[src/sv/sdf_pkg.sv]
package sdf_pkg;

  localparam int unsigned BYTE_W = 8;
  localparam int unsigned LEN_W = 16;
  localparam int unsigned STATUS_W = 3;
  localparam int unsigned PHASE_W = 3;
  localparam int unsigned HDR_CNT_W = 3;

  localparam logic [HDR_CNT_W-1:0] HEADER_LAST = HDR_CNT_W'(4);

  localparam logic [PHASE_W-1:0] PH_HEADER = 3'd0;
  localparam logic [PHASE_W-1:0] PH_ID_LO = 3'd1;
  localparam logic [PHASE_W-1:0] PH_ID_HI = 3'd2;
  localparam logic [PHASE_W-1:0] PH_PAYLOAD = 3'd3;
  localparam logic [PHASE_W-1:0] PH_CHECK = 3'd4;

  localparam logic [STATUS_W-1:0] ST_OK = 3'd0;
  localparam logic [STATUS_W-1:0] ST_SYNC = 3'd1;
  localparam logic [STATUS_W-1:0] ST_HDR_CHK = 3'd2;
  localparam logic [STATUS_W-1:0] ST_DATA_CHK = 3'd3;
  localparam logic [STATUS_W-1:0] ST_UNKNOWN_ID = 3'd4;
  localparam logic [STATUS_W-1:0] ST_ZERO_CHK = 3'd5;
  localparam logic [STATUS_W-1:0] ST_TOO_LONG = 3'd6;

  localparam logic [BYTE_W-1:0] SYNC_BYTE = 8'hFE;
  localparam logic [BYTE_W-1:0] HIGHEST_ID = 8'h04;
  localparam logic [LEN_W:0] FRAME_OVERHEAD = 17'd8;
  localparam logic [LEN_W-1:0] MAX_PKT_RESET = 16'd256;

endpackage

[src/sv/sdf_in_if.sv]
interface sdf_in_if import sdf_pkg::*; ();
  logic valid;
  logic ready;
  logic [BYTE_W-1:0] rx_byte;

  modport source (output valid, output rx_byte, input ready);
  modport sink (input valid, input rx_byte, output ready);
endinterface

[src/sv/sdf_out_if.sv]
interface sdf_out_if import sdf_pkg::*; ();
  logic valid;
  logic ready;
  logic is_end;
  logic [BYTE_W-1:0] payload_byte;
  logic [LEN_W-1:0] byte_index;
  logic [STATUS_W-1:0] status;
  logic [BYTE_W-1:0] function_id;
  logic [LEN_W-1:0] payload_length;

  modport source (output valid, output is_end, output payload_byte, output byte_index,
                  output status, output function_id, output payload_length,
                  input ready);
  modport sink (input valid, input is_end, input payload_byte, input byte_index,
                input status, input function_id, input payload_length,
                output ready);
endinterface

[src/sv/serial_packet_deframer.sv]
// Serial packet deframer: takes one received byte per word on in_ch and frames
// packets of a 5-byte header (sync 0xFE, little-endian length, header checksum),
// a 2-byte function ID, the payload and a data checksum. Each payload byte leaves
// on out_ch as soon as it arrives; every packet or bad header ends with one end
// word carrying status, low ID byte and length. A byte passes an input register
// and a result register; a new byte is taken every cycle, the rate being bounded
// only by the result side taking words. The user must write the packet size limit
// (length + 8) on cfg_we/cfg_wdata while the block is idle; it is not enforced.
module serial_packet_deframer import sdf_pkg::*; (
  input  logic              clk,
  input  logic              rst_n,
  input  logic              cfg_we,
  input  logic [LEN_W-1:0]  cfg_wdata,
  sdf_in_if.sink            in_ch,
  sdf_out_if.source         out_ch
);

  logic [LEN_W-1:0]    max_r;
  logic                in_valid_r;
  logic [BYTE_W-1:0]   in_byte_r;

  logic [PHASE_W-1:0]  phase_r, phase_nxt;
  logic [LEN_W-1:0]    cnt_r, cnt_nxt;
  logic [BYTE_W-1:0]   hdr_r [3];
  logic [BYTE_W-1:0]   hdr_nxt [3];
  logic [LEN_W-1:0]    len_r, len_nxt;
  logic [BYTE_W-1:0]   sum_r, sum_nxt;
  logic [BYTE_W-1:0]   idl_r, idl_nxt;

  logic                out_valid_r;
  logic                is_end_r, is_end_nxt;
  logic [BYTE_W-1:0]   pbyte_r, pbyte_nxt;
  logic [LEN_W-1:0]    idx_r, idx_nxt;
  logic [STATUS_W-1:0] st_r, st_nxt;
  logic [BYTE_W-1:0]   fid_r, fid_nxt;
  logic [LEN_W-1:0]    olen_r, olen_nxt;

  logic                produce;
  logic                consume;
  logic                out_free;
  logic [BYTE_W-1:0]   b;
  logic [LEN_W-1:0]    hdr_len;
  logic [BYTE_W-1:0]   hdr_chk;
  logic [BYTE_W-1:0]   data_sum;
  logic [LEN_W-1:0]    cnt_inc;

  assign b        = in_byte_r;
  assign hdr_len  = {hdr_r[2], hdr_r[1]};
  assign hdr_chk  = ~(hdr_r[1] + hdr_r[2]);
  assign data_sum = sum_r + b;
  assign cnt_inc  = cnt_r + LEN_W'(1);

  always_comb begin
    phase_nxt  = phase_r;
    cnt_nxt    = cnt_r;
    hdr_nxt    = hdr_r;
    len_nxt    = len_r;
    sum_nxt    = sum_r;
    idl_nxt    = idl_r;
    produce    = 1'b0;
    is_end_nxt = 1'b1;
    pbyte_nxt  = '0;
    idx_nxt    = '0;
    st_nxt     = ST_OK;
    fid_nxt    = idl_r;
    olen_nxt   = len_r;
    case (phase_r)
      PH_ID_LO: begin
        idl_nxt   = b;
        sum_nxt   = b;
        phase_nxt = PH_ID_HI;
      end
      PH_ID_HI: begin
        sum_nxt   = data_sum;
        cnt_nxt   = '0;
        phase_nxt = (len_r == '0) ? PH_CHECK : PH_PAYLOAD;
      end
      PH_PAYLOAD: begin
        sum_nxt    = data_sum;
        cnt_nxt    = cnt_inc;
        if (cnt_inc >= len_r) begin
          phase_nxt = PH_CHECK;
        end
        produce    = 1'b1;
        is_end_nxt = 1'b0;
        pbyte_nxt  = b;
        idx_nxt    = cnt_r;
      end
      PH_CHECK: begin
        produce   = 1'b1;
        phase_nxt = PH_HEADER;
        cnt_nxt   = '0;
        if (b == '0) begin
          st_nxt = ST_ZERO_CHK;
        end else if (b != ~sum_r) begin
          st_nxt = ST_DATA_CHK;
        end else if (idl_r > HIGHEST_ID) begin
          st_nxt = ST_UNKNOWN_ID;
        end else begin
          st_nxt = ST_OK;
        end
      end
      default: begin
        phase_nxt = PH_HEADER;
        case (cnt_r[HDR_CNT_W-1:0])
          3'd1:    hdr_nxt[0] = b;
          3'd2:    hdr_nxt[1] = b;
          3'd3:    hdr_nxt[2] = b;
          default: ;
        endcase
        if (cnt_r[HDR_CNT_W-1:0] != HEADER_LAST) begin
          cnt_nxt = cnt_inc;
        end else begin
          cnt_nxt  = '0;
          len_nxt  = hdr_len;
          fid_nxt  = '0;
          olen_nxt = hdr_len;
          produce  = 1'b1;
          if (hdr_r[0] != SYNC_BYTE) begin
            st_nxt = ST_SYNC;
          end else if (hdr_chk != b) begin
            st_nxt = ST_HDR_CHK;
          end else if ({1'b0, hdr_len} + FRAME_OVERHEAD > {1'b0, max_r}) begin
            st_nxt = ST_TOO_LONG;
          end else begin
            produce   = 1'b0;
            sum_nxt   = '0;
            idl_nxt   = '0;
            phase_nxt = PH_ID_LO;
          end
        end
      end
    endcase
  end

  assign out_free    = !out_valid_r || out_ch.ready;
  assign consume     = in_valid_r && (!produce || out_free);
  assign in_ch.ready = !in_valid_r || consume;

  always_ff @(posedge clk) begin
    if (!rst_n) begin
      max_r       <= MAX_PKT_RESET;
      in_valid_r  <= 1'b0;
      out_valid_r <= 1'b0;
      phase_r     <= PH_HEADER;
      cnt_r       <= '0;
      len_r       <= '0;
      sum_r       <= '0;
      idl_r       <= '0;
      hdr_r       <= '{default: '0};
    end else begin
      if (cfg_we) begin
        max_r <= cfg_wdata;
      end
      if (in_ch.valid && in_ch.ready) begin
        in_valid_r <= 1'b1;
      end else if (consume) begin
        in_valid_r <= 1'b0;
      end
      if (consume) begin
        phase_r <= phase_nxt;
        cnt_r   <= cnt_nxt;
        hdr_r   <= hdr_nxt;
        len_r   <= len_nxt;
        sum_r   <= sum_nxt;
        idl_r   <= idl_nxt;
      end
      if (consume && produce) begin
        out_valid_r <= 1'b1;
      end else if (out_ch.ready) begin
        out_valid_r <= 1'b0;
      end
    end
  end

  always_ff @(posedge clk) begin
    if (in_ch.valid && in_ch.ready) begin
      in_byte_r <= in_ch.rx_byte;
    end
    if (consume && produce) begin
      is_end_r <= is_end_nxt;
      pbyte_r  <= pbyte_nxt;
      idx_r    <= idx_nxt;
      st_r     <= st_nxt;
      fid_r    <= fid_nxt;
      olen_r   <= olen_nxt;
    end
  end

  assign out_ch.valid          = out_valid_r;
  assign out_ch.is_end         = is_end_r;
  assign out_ch.payload_byte   = pbyte_r;
  assign out_ch.byte_index     = idx_r;
  assign out_ch.status         = st_r;
  assign out_ch.function_id    = fid_r;
  assign out_ch.payload_length = olen_r;

endmodule
[src/flat_wrapper.sv]
// flat-port wrapper written by rule: the top's interface ports become plain ports
module serial_packet_deframer_flat import sdf_pkg::*;
  (clk, rst_n, cfg_we, cfg_wdata, in_ch_valid, in_ch_rx_byte, in_ch_ready, out_ch_valid, out_ch_is_end, out_ch_payload_byte, out_ch_byte_index, out_ch_status, out_ch_function_id, out_ch_payload_length, out_ch_ready);
  sdf_in_if in_ch_i ();
  sdf_out_if out_ch_i ();
  input  logic clk;
  input  logic rst_n;
  input  logic cfg_we;
  input  logic [LEN_W-1:0] cfg_wdata;
  input wire logic [$bits(in_ch_i.valid)-1:0] in_ch_valid;
  input wire logic [$bits(in_ch_i.rx_byte)-1:0] in_ch_rx_byte;
  output wire logic [$bits(in_ch_i.ready)-1:0] in_ch_ready;
  output wire logic [$bits(out_ch_i.valid)-1:0] out_ch_valid;
  output wire logic [$bits(out_ch_i.is_end)-1:0] out_ch_is_end;
  output wire logic [$bits(out_ch_i.payload_byte)-1:0] out_ch_payload_byte;
  output wire logic [$bits(out_ch_i.byte_index)-1:0] out_ch_byte_index;
  output wire logic [$bits(out_ch_i.status)-1:0] out_ch_status;
  output wire logic [$bits(out_ch_i.function_id)-1:0] out_ch_function_id;
  output wire logic [$bits(out_ch_i.payload_length)-1:0] out_ch_payload_length;
  input wire logic [$bits(out_ch_i.ready)-1:0] out_ch_ready;
  assign in_ch_i.valid = in_ch_valid;
  assign in_ch_i.rx_byte = in_ch_rx_byte;
  assign in_ch_ready = in_ch_i.ready;
  assign out_ch_valid = out_ch_i.valid;
  assign out_ch_is_end = out_ch_i.is_end;
  assign out_ch_payload_byte = out_ch_i.payload_byte;
  assign out_ch_byte_index = out_ch_i.byte_index;
  assign out_ch_status = out_ch_i.status;
  assign out_ch_function_id = out_ch_i.function_id;
  assign out_ch_payload_length = out_ch_i.payload_length;
  assign out_ch_i.ready = out_ch_ready;
  serial_packet_deframer u_core (.clk(clk), .rst_n(rst_n), .cfg_we(cfg_we), .cfg_wdata(cfg_wdata), .in_ch(in_ch_i), .out_ch(out_ch_i));
endmodule
[config.mk]
export PLATFORM = sky130hd
export DESIGN_NAME = serial_packet_deframer_flat
export DESIGN_NICKNAME = d
export VERILOG_FILES = /design/src/sv/sdf_pkg.sv /design/src/sv/sdf_in_if.sv /design/src/sv/sdf_out_if.sv /design/src/sv/serial_packet_deframer.sv /design/src/flat_wrapper.sv
export SDC_FILE = /design/constraint.sdc
export NUM_CORES = 1
export LEC_CHECK = 0
export CORE_MARGIN = 1
export CORE_UTILIZATION = 45
export CTS_BUF_LIST = sky130_fd_sc_hd__clkbuf_4
export CTS_CLUSTER_DIAMETER = 60
export DETAILED_ROUTE_END_ITERATION = 7
export DONT_BUFFER_PORTS = 1
export SLEW_MARGIN = 20
export SYNTH_ARGS = -nofsm -noshare
export SYNTH_HDL_FRONTEND = slang
export SYNTH_SLANG_ARGS = --single-unit
[constraint.sdc]
create_clock -name clk -period 20.2 [get_ports clk]
set_input_delay 2.02 -clock clk [delete_from_list [all_inputs] [get_ports clk]]
set_output_delay 2.02 -clock clk [all_outputs]
set_load 0.01 [all_outputs]
Yosys cells after proc, flatten, opt, wreduce, memory -nomap -nowiden
Index checks and enable logic that the tools add are counted.

storage, ports and cells
  bits in registers = 153
  latch bits = 0
  bits in writable memories = 0
  memory bits (read-only) = 0
  bits of input ports = 29
  output and inout port bits = 54
  logic and storage cells = 115
  memories = 0

operators by class
  add/sub/neg operators = 4
  multiply operators = 0
  div/mod/pow operators = 0
  magnitude comparators = 3
  equal/unequal tests = 20
  shift operators = 0
  multiplexer cells = 37
  bitwise logic cells = 6
  reduce and logical (&&, ||, !) cells = 27

operator list
  operator                 count
  $mux W16                 3
  $mux W8                  6
  $pmux W16 S3             1
  $mux W3                  12
  $pmux W8 S3              1
  $add A16 B4 Y17 const B  1
  $gt A17 B16 Y1           1
  $add A16 B1 Y16 const B  1
  $add A8 B8 Y8            2
  $ge A16 B16 Y1           1
  $logic_not A16 Y1        1
  $ne A8 B8 Y1             2
  $not A8 Y8               2
  $pmux W8 S2              1
  $ne A3 B3 Y1 const B     5
  $eq A3 B2 Y1 const B     4
  $pmux W3 S4              1
  $reduce_and A6 Y1        2
  $mux W1                  10
  $reduce_and A3 Y1        3
  $gt A8 B3 Y1 const B     1
  $logic_not A8 Y1         1
  $ne A2 B2 Y1 const B     4
  $ne A8 B8 Y1 const B     1
  other kinds (14)         30

Longest topological paths before layout
Gate-level depths: netlist (run 1).

  word-level depth = 13
  gate-level depth with buffers = 17
  mapped depth without buffers = 15

Worst setup path after synthesis (run 1)
OpenSTA, ideal clock, no wires.

  kind = reg2reg
  from = reg u_core.hdr_r, in the netlist u_core.hdr_len[8]
  to = reg u_core.idx_r[0] (netlist: u_core.out_ch.byte_index[0]), enable pin
  setup time = 526 ps
  arrival = 6467 ps
  required time = 19674 ps
  slack = 13207 ps
  cell stages (with the launch flop) = 13
  buffers on the path = 1
  clock period less this slack = 6993 ps
  cell sequence = dfxtp_1 ha_1 inv_1 fa_1 xor2_1 a2111oi_0 and4b_1 o2111ai_1 or4_1 clkbuf_1 nor3_1 nor2_1 nor3_1

on the way
  longest elaborated chain between the ends = 11
  elaborated cells between the ends (all ways) = 14
  classes of those cells = add/sub (2); order compare (1); eq/ne (1); mux (5); bitwise (1); reduce/logical (4)

RTL lines
  element                                           line                                                          RTL
  start, declared                                   serial_packet_deframer.sv:24                                  logic [BYTE_W-1:0] hdr_r [3];
  start signal, assigned                            serial_packet_deframer.sv:163                                 hdr_r <= hdr_nxt;
  $add A16 B4 Y17 or $add A8 B8 Y8 (tied branches)  serial_packet_deframer.sv:123, serial_packet_deframer.sv:49
  $gt A17 B16 Y1 or $not A8 Y8 (tied branches)      serial_packet_deframer.sv:123, serial_packet_deframer.sv:49
  $mux W1 or $ne A8 B8 Y1 (tied branches)           serial_packet_deframer.sv:123, serial_packet_deframer.sv:121
  $mux W1 *                                         serial_packet_deframer.sv:121                                 end else if (hdr_chk != b) begin
  $mux W1 *                                         serial_packet_deframer.sv:119                                 if (hdr_r[0] != SYNC_BYTE) begin
  $mux W1 *                                         serial_packet_deframer.sv:111                                 if (cnt_r[HDR_CNT_W-1:0] != HEADER_LAST) begin
  $pmux W1 S2 *                                     serial_packet_deframer.sv:67                                  case (phase_r)
  $logic_not A1 Y1                                  serial_packet_deframer.sv:137                                 assign consume = in_valid_r && (!produce || out_free);
  $logic_or A1 B1 Y1                                serial_packet_deframer.sv:137
  $logic_and A1 B1 Y1                               serial_packet_deframer.sv:137
  $logic_and A1 B1 Y1 *                             serial_packet_deframer.sv:180                                 if (consume && produce) begin
  end signal, assigned                              serial_packet_deframer.sv:183                                 idx_r <= idx_nxt;
  end, declared                                     serial_packet_deframer.sv:33                                  logic [LEN_W-1:0] idx_r, idx_nxt;

Mark *: on every way between the ends. The rest lies on a longest branch, timed or not.
A chain may end at the register's enable or synchronous reset.

Worst setup path in the final report (run 1)
  from = reg u_core.hdr_r, in the netlist u_core.hdr_len[8]
  to = out in_ch_ready

on the way
  longest elaborated chain between the ends = 11
  elaborated cells between the ends (all ways) = 14
  classes of those cells = add/sub (2); order compare (1); eq/ne (1); mux (5); bitwise (1); reduce/logical (4)

RTL lines
  element                                           line                                                          RTL
  $add A16 B4 Y17 or $add A8 B8 Y8 (tied branches)  serial_packet_deframer.sv:123, serial_packet_deframer.sv:49
  $gt A17 B16 Y1 or $not A8 Y8 (tied branches)      serial_packet_deframer.sv:123, serial_packet_deframer.sv:49
  $mux W1 or $ne A8 B8 Y1 (tied branches)           serial_packet_deframer.sv:123, serial_packet_deframer.sv:121
  $mux W1 *                                         serial_packet_deframer.sv:121
  $mux W1 *                                         serial_packet_deframer.sv:119
  $mux W1 *                                         serial_packet_deframer.sv:111
  $pmux W1 S2 *                                     serial_packet_deframer.sv:67
  $logic_not A1 Y1 *                                serial_packet_deframer.sv:137
  $logic_or A1 B1 Y1 *                              serial_packet_deframer.sv:137
  $logic_and A1 B1 Y1 *                             serial_packet_deframer.sv:137
  $logic_or A1 B1 Y1 *                              serial_packet_deframer.sv:138                                 assign in_ch.ready = !in_valid_r || consume;
  end, declared                                     flat_wrapper.sv:12                                            output wire logic [$bits(in_ch_i.ready)-1:0] in_ch_ready;

Marks and branches as above.

==> impl_metrics.csv, run 1 <==
group,metric,value,unit
synth,yosys-top-cells-area,"dfxtp_1 23%, edfxtp_1 22%, ha_1 8.1%",
critical_path,worstPathRequired,18.18,ns
route,first_iter_violations,433,
synth,synth.top_cell.area_share,23.1,%
clock_network,post_cts_buffers,0,
placement,dp_cells,1020,
route,routedWlPerCell,18.6,um
power,intPower,0.000413,W
timing,setup_viol,0,
synth,yosysWarnings,0,
placement,place.gp.congestion,0.881,
synth,synth_area_per_cell,9.72,um^2
floorplan,initial_utilization,46.4,%
global_routing,overflow,0,
final_layout,final_nets,897,
outcome,status,"complete, no violations",
floorplan,fp.dieArea,18400,um^2
route,vias,6045,
power,power_density,65.5,nW/um^2
route,vias_per_cell,5.74,
clock_network,cts.sinks,153,
timing,rsz0062_at_grt,"no",
power,combPwrFrac,5.9,%
clock_network,postCtsHoldBufs,0,
min_path,hold_class,"flop to flop",
synth,synth_edf_count,60,
synth,synthCells,828,
final_layout,syn_to_final_growth,5.92,%
route,wl,19600,um
timing,drv_slew,0,
synth,synthTopCellsByCount,"93 x dfxtp_1, 92 x nand2_1, 60 x edfxtp_1, 60 x nor2_1, 56 x mux2i_1",
global_routing,grt_util_met1,30.9,%
synth,syn_nets,911,
floorplan,coreArea,17400,um^2
critical_path,start_kind,"flop",
timing,setup_slack,14.22,ns
final_layout,utilization,49.1,%
placement,hpwlAfterDp,14200,um
critical_path,endpoint_kind,"output port",
floorplan,pin_count,83,
timing,timing.final.crit_share,29.6,%
synth,synth_area,8050,um^2
route,ant_nets,0,
floorplan,die_h,136,um
timing,fmax,167,MHz
timing,min_period,5.98,ns
global_routing,grt_pass1_vias,5744,
timing,finalSetupTns,0,ns
synth,synth.most_common_cell,"dfxtp_1",
global_routing,grt_max_degree,56,
placement,io_buffers,0,
critical_path,critPathArrivalTime,3.96,ns
timing,final-hold-violation-count,0,
power,power_switching,0.000146,W
critical_path,critPathKind,"flop to output port",
route,drc_errors,0,
power,ir_worst_vdd,0.0000265,V
critical_path,crit_path_max_fanout,10,
timing,holdWs,0.479,ns
job,max_cap_viol_count,0,
global_routing,antenna_found_initial,1,
clock_network,ctsResizeCount,0,
clock_network,cts_tree,"done",
critical_path,cp_slowest_cell,"or4_1",
synth,ys_seq_area_share,45.5,%
power,power_frac_clock,34.7,%
clock_network,cts_buffer_depth,2,
final_layout,instances_no_fill,1053,
global_routing,top_usage_layer,"met2",
power,leakage,3.42,nW
power,p_sw_share,26.2,%
critical_path,slowest_delay,0.70,ns
synth,ys_ff_latch,153,
clock_network,cts.reportedPaths.clkPinSlew,0.14,ns
global_routing,grt_pass1_wl,31400,um
critical_path,path_cells,"ha_1 > inv_1 > fa_1 > xor2_1 > a2111oi_0 > and4b_1 > o2111ai_1 > or4_1 > nor3_1 > nor2_1 > nand2_1",
floorplan,die_w,136,um
synth,synth-main-ff-cell,"dfxtp_1",
global_routing,track_usage,22.4,%
final_layout,drive_above_1_share,5.93,%
global_routing,use_met2,35.4,%
timing,skew,0.0183,ns
timing,maxSlewHeadroom,28.4,%
global_routing,gr-usage-met3,4.60,%
clock_network,numCtsBuffers,17,
synth,yosysTopAreaCell,"dfxtp_1",
clock_network,ctsRootBufferMaster,"clkbuf_4",
synth,synth_cell_types,63,
route,dr.pass1.iters,5,
clock_network,htreeDepth,4,
timing,tightest_slew,1.07,ns
floorplan,row_count,48,
clock_network,insertion_delay,0.54,ns
placement,dpl_worst_slack,14.85,ns
power,p_seq_share,59.4,%
synth,async_flop_share,0,%
state kept, by name (all words and copies together) (netlist names):
name and count:
u_core.sum_r 8, u_core.out_ch.payload_byte 8, u_core.b 8, u_core.max_r 16, u_core.out_ch.valid 1, u_core.hdr_len 16, u_core.out_ch.payload_length 16, u_core.in_valid_r 1
u_core.phase_r 3, u_core.cnt_r 16, u_core.hdr_r 8, u_core.out_ch.is_end 1, u_core.len_r 16, u_core.idl_r 8, u_core.out_ch.status 3, u_core.out_ch.byte_index 16
u_core.out_ch.function_id 8
kinds of logic (layout without fill, tap and decap cells):
family | after synthesis | in the layout | share of synthesized area, %
mux | 58 | 58 | 7.24
flops | 153 | 153 | 45.5
fa+ha+maj | 55 | 55 | 8.70
compound gates | 147 | 147 | 12.8
buf+inv | 89 | 88 | 4.21
simple gates | 289 | 289 | 17.5
xor+xnor | 37 | 37 | 4.03
other cells | 0 | 1 | 0
per-stage QoR:
| stage | power, W | area (um^2) |
|---|---|---|
| after floorplan | 0.000363 | 8050 |
| after global placement | 0.000371 | 8230 |
| after detailed placement | 0.000372 | 8230 |
| after CTS | 0.000564 | 8520 |
| after global routing | 0.000582 | 8530 |
| final | 0.000559 | 8530 |
final timing paths:
check,start,end,slack [ns],depth (start not counted)
max reg2reg,u_core.hdr_len[8],u_core.hdr_len[12],15.52,12
max,u_core.hdr_len[8],in_ch_ready,14.22,11
min reg2reg,u_core.hdr_r[23],u_core.hdr_r[23],0.48,2
min,u_core.hdr_r[23],u_core.hdr_r[23],0.48,2
power groups by stage:
stage	combinational [W]	sequential [W]	clock [W]
finish	0.0000329	0.000332	0.000194
global route	0.0000368	0.000333	0.000212
CTS	0.0000330	0.000332	0.000199
detailed placement	0.0000328	0.000339	0
global placement	0.0000320	0.000339	0
floorplan	0.0000294	0.000334	0
metal layers:
layer	routed length (um)	vias up
met5	0	-
met3	892	15
met4	194	0
li1	-	2955
met2	8950	163
met1	9570	2912
cells in the final DEF, fill, tap and decap left out, types with 12 or more instances in the layout:
master	count
a21oi_1	21
a21o_1	13
nor2b_1	14
nand2_1	92
o21ai_0	40
nand3_1	29
edfxtp_1	60
nor3_1	12
xor2_1	13
dfxtp_1	93
mux2i_1	56
clkbuf_4	17
ha_1	52
nor2_1	59
and3_1	26
inv_1	49
xnor2_1	24
area by class of cell:
| cell class | instances | area, um^2 |
|---|---|---|
| Multi-Input combinational cell | 586 | 4060 |
| Inverter | 50 | 188 |
| Clock inverter | 15 | 164 |
| Fill cell | 1618 | 8830 |
| Antenna cell | 1 | 2.50 |
| Timing Repair Buffer | 6 | 45.0 |
| Sequential cell | 153 | 3660 |
| Tap cell | 225 | 282 |
| Clock buffer | 17 | 128 |
worst max-delay path: cells and delay by family (launching register included):
family | cells | cell delay, ns
xor gates and xnor gates | 1 | 0.15
buffers and inverters | 1 | 0.06
DFF | 1 | 0.51
AOI/OAI and AO/OA | 2 | 0.47
and+or+nand+nor | 5 | 1.54
adders and majority gates | 2 | 0.67
(Power assumes the default switching activity.)
==> run 2: changes to the inputs <==
==> constraint.sdc (replaced) <==
create_clock -name clk -period 5.4 [get_ports clk]
set_input_delay 0.54 -clock clk [delete_from_list [all_inputs] [get_ports clk]]
set_output_delay 0.54 -clock clk [all_outputs]
set_load 0.01 [all_outputs]
==> run 2 against run 1 <==
  * Critical path depth is 3 higher
  * Largest cell class unchanged
  * Register-to-register slack worse by 15 ns
  * Sequential cell count is the same
  * Critical path type unchanged
  * Critical endpoint unchanged
  * Final cell count about the same
==> impl_metrics.csv, run 2 (synthesis results as in run 1) <==
group,metric,value,unit
placement,io_buffers,0,
critical_path,endpoint_kind,"output port",
timing,min_period,4.60,ns
timing,drv_slew,0,
timing,skew,0.0149,ns
global_routing,track_usage,22.2,%
floorplan,die_w,136,um
global_routing,grt_pass1_wl,31000,um
timing,maxSlewHeadroom,33.2,%
floorplan,fp.dieArea,18400,um^2
power,ir_worst_vdd,0.000114,V
route,ant_nets,0,
floorplan,coreArea,17400,um^2
timing,fmax,218,MHz
clock_network,postCtsHoldBufs,0,
final_layout,final_cell_mix,"93 x dfxtp_1, 92 x nand2_1, 60 x edfxtp_1",
route,vias,6051,
critical_path,worstPathRequired,4.86,ns
placement,place.gp.congestion,0.872,
timing,rsz0062_at_grt,"no",
timing,final-hold-violation-count,0,
placement,dpl_cell_area,8260,um^2
critical_path,cp_slowest_cell,"dfxtp_1",
clock_network,htreeDepth,4,
timing,timing.final.crit_share,85.1,%
timing,setup_viol,0,
critical_path,slowest_delay,0.50,ns
global_routing,overflow,0,
final_layout,final_nets,898,
final_layout,syn_to_final_growth,6.76,%
timing,finalSetupTns,0,ns
clock_network,post_cts_buffers,0,
final_layout,final_common_cell,"dfxtp_1",
floorplan,die_h,136,um
critical_path,critPathKind,"flop to output port",
clock_network,cts.reportedPaths.clkPinSlew,0.13,ns
job,max_cap_viol_count,0,
critical_path,critPathArrivalTime,4.06,ns
critical_path,path_cells,"ha_1 > and3_1 > nand3_1 > nor2_1 > nand4_1 > xnor2_1 > ha_1 > nand4_1 > o211a_1 > a21oi_1 > or2_2 > nor3_1 > nor2_1 > nand2_1",
clock_network,ctsResizeCount,0,
clock_network,ctsRootBufferMaster,"clkbuf_4",
placement,hpwlAfterDp,14300,um
global_routing,grt_max_degree,56,
clock_network,numCtsBuffers,17,
global_routing,antenna_found_initial,1,
final_layout,fin_area,8590,um^2
route,dr.pass1.iters,5,
clock_network,cts_tree,"done",
route,routedWlPerCell,18.4,um
route,drc_errors,0,
global_routing,grt_pass1_vias,5899,
clock_network,insertion_delay,0.57,ns
min_path,hold_class,"primary input to flop",
final_layout,drive_above_1_share,6.04,%
floorplan,pin_count,83,
critical_path,crit_path_max_fanout,11,
timing,tightest_slew,0.996,ns
floorplan,row_count,48,
power,power_density,253,nW/um^2
floorplan,initial_utilization,46.4,%
clock_network,cts.sinks,153,
power,leakage,3.44,nW
critical_path,start_kind,"flop",
route,first_iter_violations,521,
route,wl,19400,um
clock_network,cts_buffer_depth,2,
outcome,status,"complete, no violations",
route,vias_per_cell,5.74,
==> run 2: cell types whose count changed in the layout (fill, tap and decap cells not counted) <==
cell	previous run	this run
nor3_4	0	1
clkinv_4	3	2
clkbuf_4	17	18
bufinv_16	2	4
inv_6	4	2
nor3_2	1	0
buf_12	0	1
==> run 2: final cells by class <==
cell class                 count  area, um^2
sequential                   153        3660
clock inverter                14         198
fill                        1598        8760
clock buffer                  18         135
timing repair buffer           7        65.1
multi-input combinational    586        4060
antenna                        1        2.50
inverter                      50         188
tap                          225         282
==> run 2: worst paths after layout <==
check / end / startpoint / slack, ns / cells past startpoint
max: in_ch_ready / u_core.hdr_len[3] / 0.80 / 14
max reg2reg: u_core.hdr_len[1] / u_core.hdr_len[8] / 0.92 / 12
min reg2reg: u_core.hdr_r[21] / u_core.hdr_r[21] / 0.47 / 2
min: u_core.b[1] / in_ch_rx_byte[1] / 0.07 / 0
==> run 2: worst max-delay path: cells and delay by family, from the launching register on <==
family	cells	cell delay, ns
XOR/XNOR	1	0.17
adder cells (fa/ha/maj)	2	0.56
AND/OR/NAND/NOR	9	1.68
AO/OA/AOI/OAI	2	0.57
flip-flops	1	0.50
==> run 2: routing by layer <==
layer | vias to the layer above | global-route usage (%) | part of all wire [%]
met5 | - | 0 | 0
met4 | 0 | 7.99 | 2.0
met3 | 25 | 4.86 | 4.6
met2 | 174 | 34.6 | 46
met1 | 2890 | 30.2 | 47
li1 | 2962 | - | -
==> run 2: through the flow <==
stage | std cells | utilization (%) | setup WS, ns | hold slack (ns) | total power [W]
floorplan | 828 | - | 0.0206 | 0.435 | 0.00136
global placement | 1021 | 47.6 | 1.13 | 0.441 | 0.00139
detailed placement | 1021 | 47.6 | 0.971 | 0.452 | 0.00139
CTS | 1053 | 49.5 | 0.754 | 0.0303 | 0.00219
global route | 1054 | 49.5 | 0.456 | 0.0190 | 0.00226
finish | 1054 | 49.5 | 0.804 | 0.0652 | 0.00217
==> run 2: power breakdown <==
part | internal, W | total (W) | switching, W
registers | 0.00121 | 0.00124 | 0.0000287
clock network | 0.000377 | 0.000807 | 0.000430
logic | 0.0000513 | 0.000127 | 0.0000762
==> run 3: changes to the inputs <==
--- a/config.mk
+++ b/config.mk
@@ -5,8 +5,9 @@
 export SDC_FILE = /design/constraint.sdc
 export NUM_CORES = 1
 export LEC_CHECK = 0
+export CAP_MARGIN = 20
 export CORE_MARGIN = 1
-export CORE_UTILIZATION = 45
+export CORE_UTILIZATION = 40
 export CTS_BUF_LIST = sky130_fd_sc_hd__clkbuf_4
 export CTS_CLUSTER_DIAMETER = 60
 export DETAILED_ROUTE_END_ITERATION = 7
==> run 3 against run 2 <==
  * First-iteration DRC count is 23% lower
  * Core utilization shrank 5.3 points
  * Setup slack gained 0.057 ns
  * Clock skew up 0.0038 ns
  * Final cell count up 4.6%
  * Critical path depth is 3 lower
  * Clock-buffer cell count shrank 1
  * Die area grew 12%
  * Sequential cell count did not move
  * Global-route usage down 3.0 points
  * Total power decreased by 5.0%
  * Via count fell by 1.1%
  * Critical path type unchanged
==> impl_metrics.csv, run 3 (synthesis results as in run 1) <==
group,metric,value,unit
route,first_iter_violations,400,
placement,hpwlAfterDp,13500,um
global_routing,gr-usage-met3,3.87,%
floorplan,pin_count,83,
clock_network,post_cts_buffers,0,
final_layout,syn_to_final_growth,7.55,%
power,ir_worst_vdd,0.000123,V
critical_path,reg2reg_to,"u_core.out_ch.payload_length[13]",
global_routing,track_usage,19.2,%
timing,setup_viol,0,
global_routing,top_usage_layer,"met2",
floorplan,fp.dieArea,20700,um^2
clock_network,ctsRootBufferMaster,"clkbuf_4",
timing,setup_slack,0.861,ns
min_path,hp-start,"in_ch_rx_byte[1]",
route,vias_per_cell,5.43,
timing,rsz0062_at_grt,"no",
final_layout,final_cell_mix,"93 x dfxtp_1, 92 x nand2_1, 60 x edfxtp_1",
floorplan,initial_utilization,41.1,%
floorplan,die_w,144,um
clock_network,insertion_delay,0.58,ns
outcome,status,"complete, no violations",
critical_path,crit_path_max_fanout,10,
timing,timing.final.crit_share,84.1,%
timing,skew,0.0187,ns
clock_network,htreeDepth,4,
critical_path,critPathArrivalTime,4.00,ns
floorplan,coreArea,19600,um^2
route,vias,5984,
clock_network,numCtsBuffers,17,
critical_path,critPathKind,"flop to output port",
final_layout,drive_above_1_share,6.45,%
timing,maxSlewHeadroom,33.2,%
timing,tightest_slew,1.00,ns
clock_network,cts_buffer_depth,2,
route,routedWlPerCell,17.3,um
placement,io_buffers,0,
global_routing,grt_max_degree,56,
min_path,hold_depth,0,
critical_path,r2r-start,"u_core.hdr_len[8]",
critical_path,r2r_slack,0.88,ns
final_layout,final_common_cell,"dfxtp_1",
power,total_power,0.00206,W
final_layout,diodes,0,
critical_path,worstPathRequired,4.86,ns
power,power_density,238,nW/um^2
route,wl,19100,um
timing,finalSetupTns,0,ns
placement,dpl_worst_slack,0.905,ns
route,drc_errors,0,
min_path,hold_class,"primary input to flop",
global_routing,use_met2,31.5,%
route,ant_nets,0,
global_routing,antenna_found_initial,0,
timing,fmax,220,MHz
floorplan,row_count,51,
min_path,whs_endpoint,"u_core.b[1]",
critical_path,start_kind,"flop",
global_routing,overflow,0,
final_layout,fill_cells,1925,
clock_network,cts.sinks,153,
power,leakage,3.45,nW
clock_network,cts.reportedPaths.clkPinSlew,0.14,ns
timing,drv_slew,0,
timing,final-hold-violation-count,0,
placement,place.gp.congestion,0.852,
global_routing,grt_pass1_wl,30000,um
critical_path,reg2reg_depth,12,
global_routing,grt_pass1_vias,5619,
critical_path,endpoint_kind,"output port",
timing,min_period,4.54,ns
global_routing,grt_util_met1,25.1,%
job,max_cap_viol_count,0,
clock_network,cts_tree,"done",
final_layout,final_nets,907,
floorplan,die_h,144,um
route,dr.pass1.iters,5,
[run 3: what timing repair did]
item,CTS,global route
hold buffers,5,0
resized for setup,0,0
endpoints found under the hold margin,5,0
endpoints found under the setup margin,0,0
[run 3: report_power, final]
part / switching [W] / internal [W] / leakage (nW)
Sequential: 0.0000226 / 0.00121 / 1.27
Combinational: 0.0000799 / 0.0000561 / 2.04
Clock: 0.000457 / 0.000238 / 0.137
Total: 0.000559 / 0.00150 / 3.45
[run 3: worst max-delay path by stage]
stage | start | end | slack [ns] | cells after the start
floorplan | u_core.hdr_len[8] | u_core.out_ch.byte_index[0] | 0.02 | 12
detailed placement | u_core.hdr_len[8] | u_core.out_ch.payload_length[10] | 0.91 | 12
finish | u_core.hdr_len[8] | in_ch_ready | 0.86 | 11
global route | u_core.hdr_len[8] | u_core.out_ch.payload_length[13] | 0.55 | 12
global placement | u_core.hdr_len[8] | u_core.out_ch.payload_length[15] | 1.02 | 12
CTS | u_core.hdr_len[8] | in_ch_ready | 0.83 | 11
[run 3: layout make-up]
type / count / area (um^2) / area share [%]
Timing Repair Buffer: 16 / 145 / 1.68
Inverter: 50 / 188 / 2.17
Tap cell: 265 / 332 / 3.83
Clock buffer: 17 / 128 / 1.47
Clock inverter: 15 / 141 / 1.63
Sequential cell: 153 / 3660 / 42.3
Multi-Input combinational cell: 586 / 4060 / 46.9
[run 3: routing by layer]
| layer | routed length, um | vias up |
|---|---|---|
| li1 | - | 2983 |
| met1 | 8950 | 2856 |
| met2 | 9220 | 115 |
| met3 | 627 | 30 |
| met4 | 317 | 0 |
| met5 | 0 | - |
[run 3: stage by stage]
stage / area (um^2) / utilization [%] / hold slack, ns / std cells
6_report: 8660 / 44.2 / 0.0596 / 1102
5_1_grt: 8660 / 44.2 / 0.0205 / 1102
4_1_cts: 8660 / 44.2 / 0.0132 / 1102
3_5_place_dp: 8340 / 42.6 / 0.451 / 1065
3_3_place_gp: 8340 / 42.6 / 0.444 / 1065
2_1_floorplan: 8060 / - / 0.435 / 828
[run 3: critical path: stages (launching register included)]
cell and delay (ns):
dfxtp_1 0.47, ha_1 0.22, inv_1 0.05, fa_1 0.44, xor2_1 0.15, a2111oi_0 0.33
and4b_1 0.25, o2111ai_1 0.15, or4_1 0.69, nor3_1 0.34, nor2_1 0.15, nand2_1 0.18
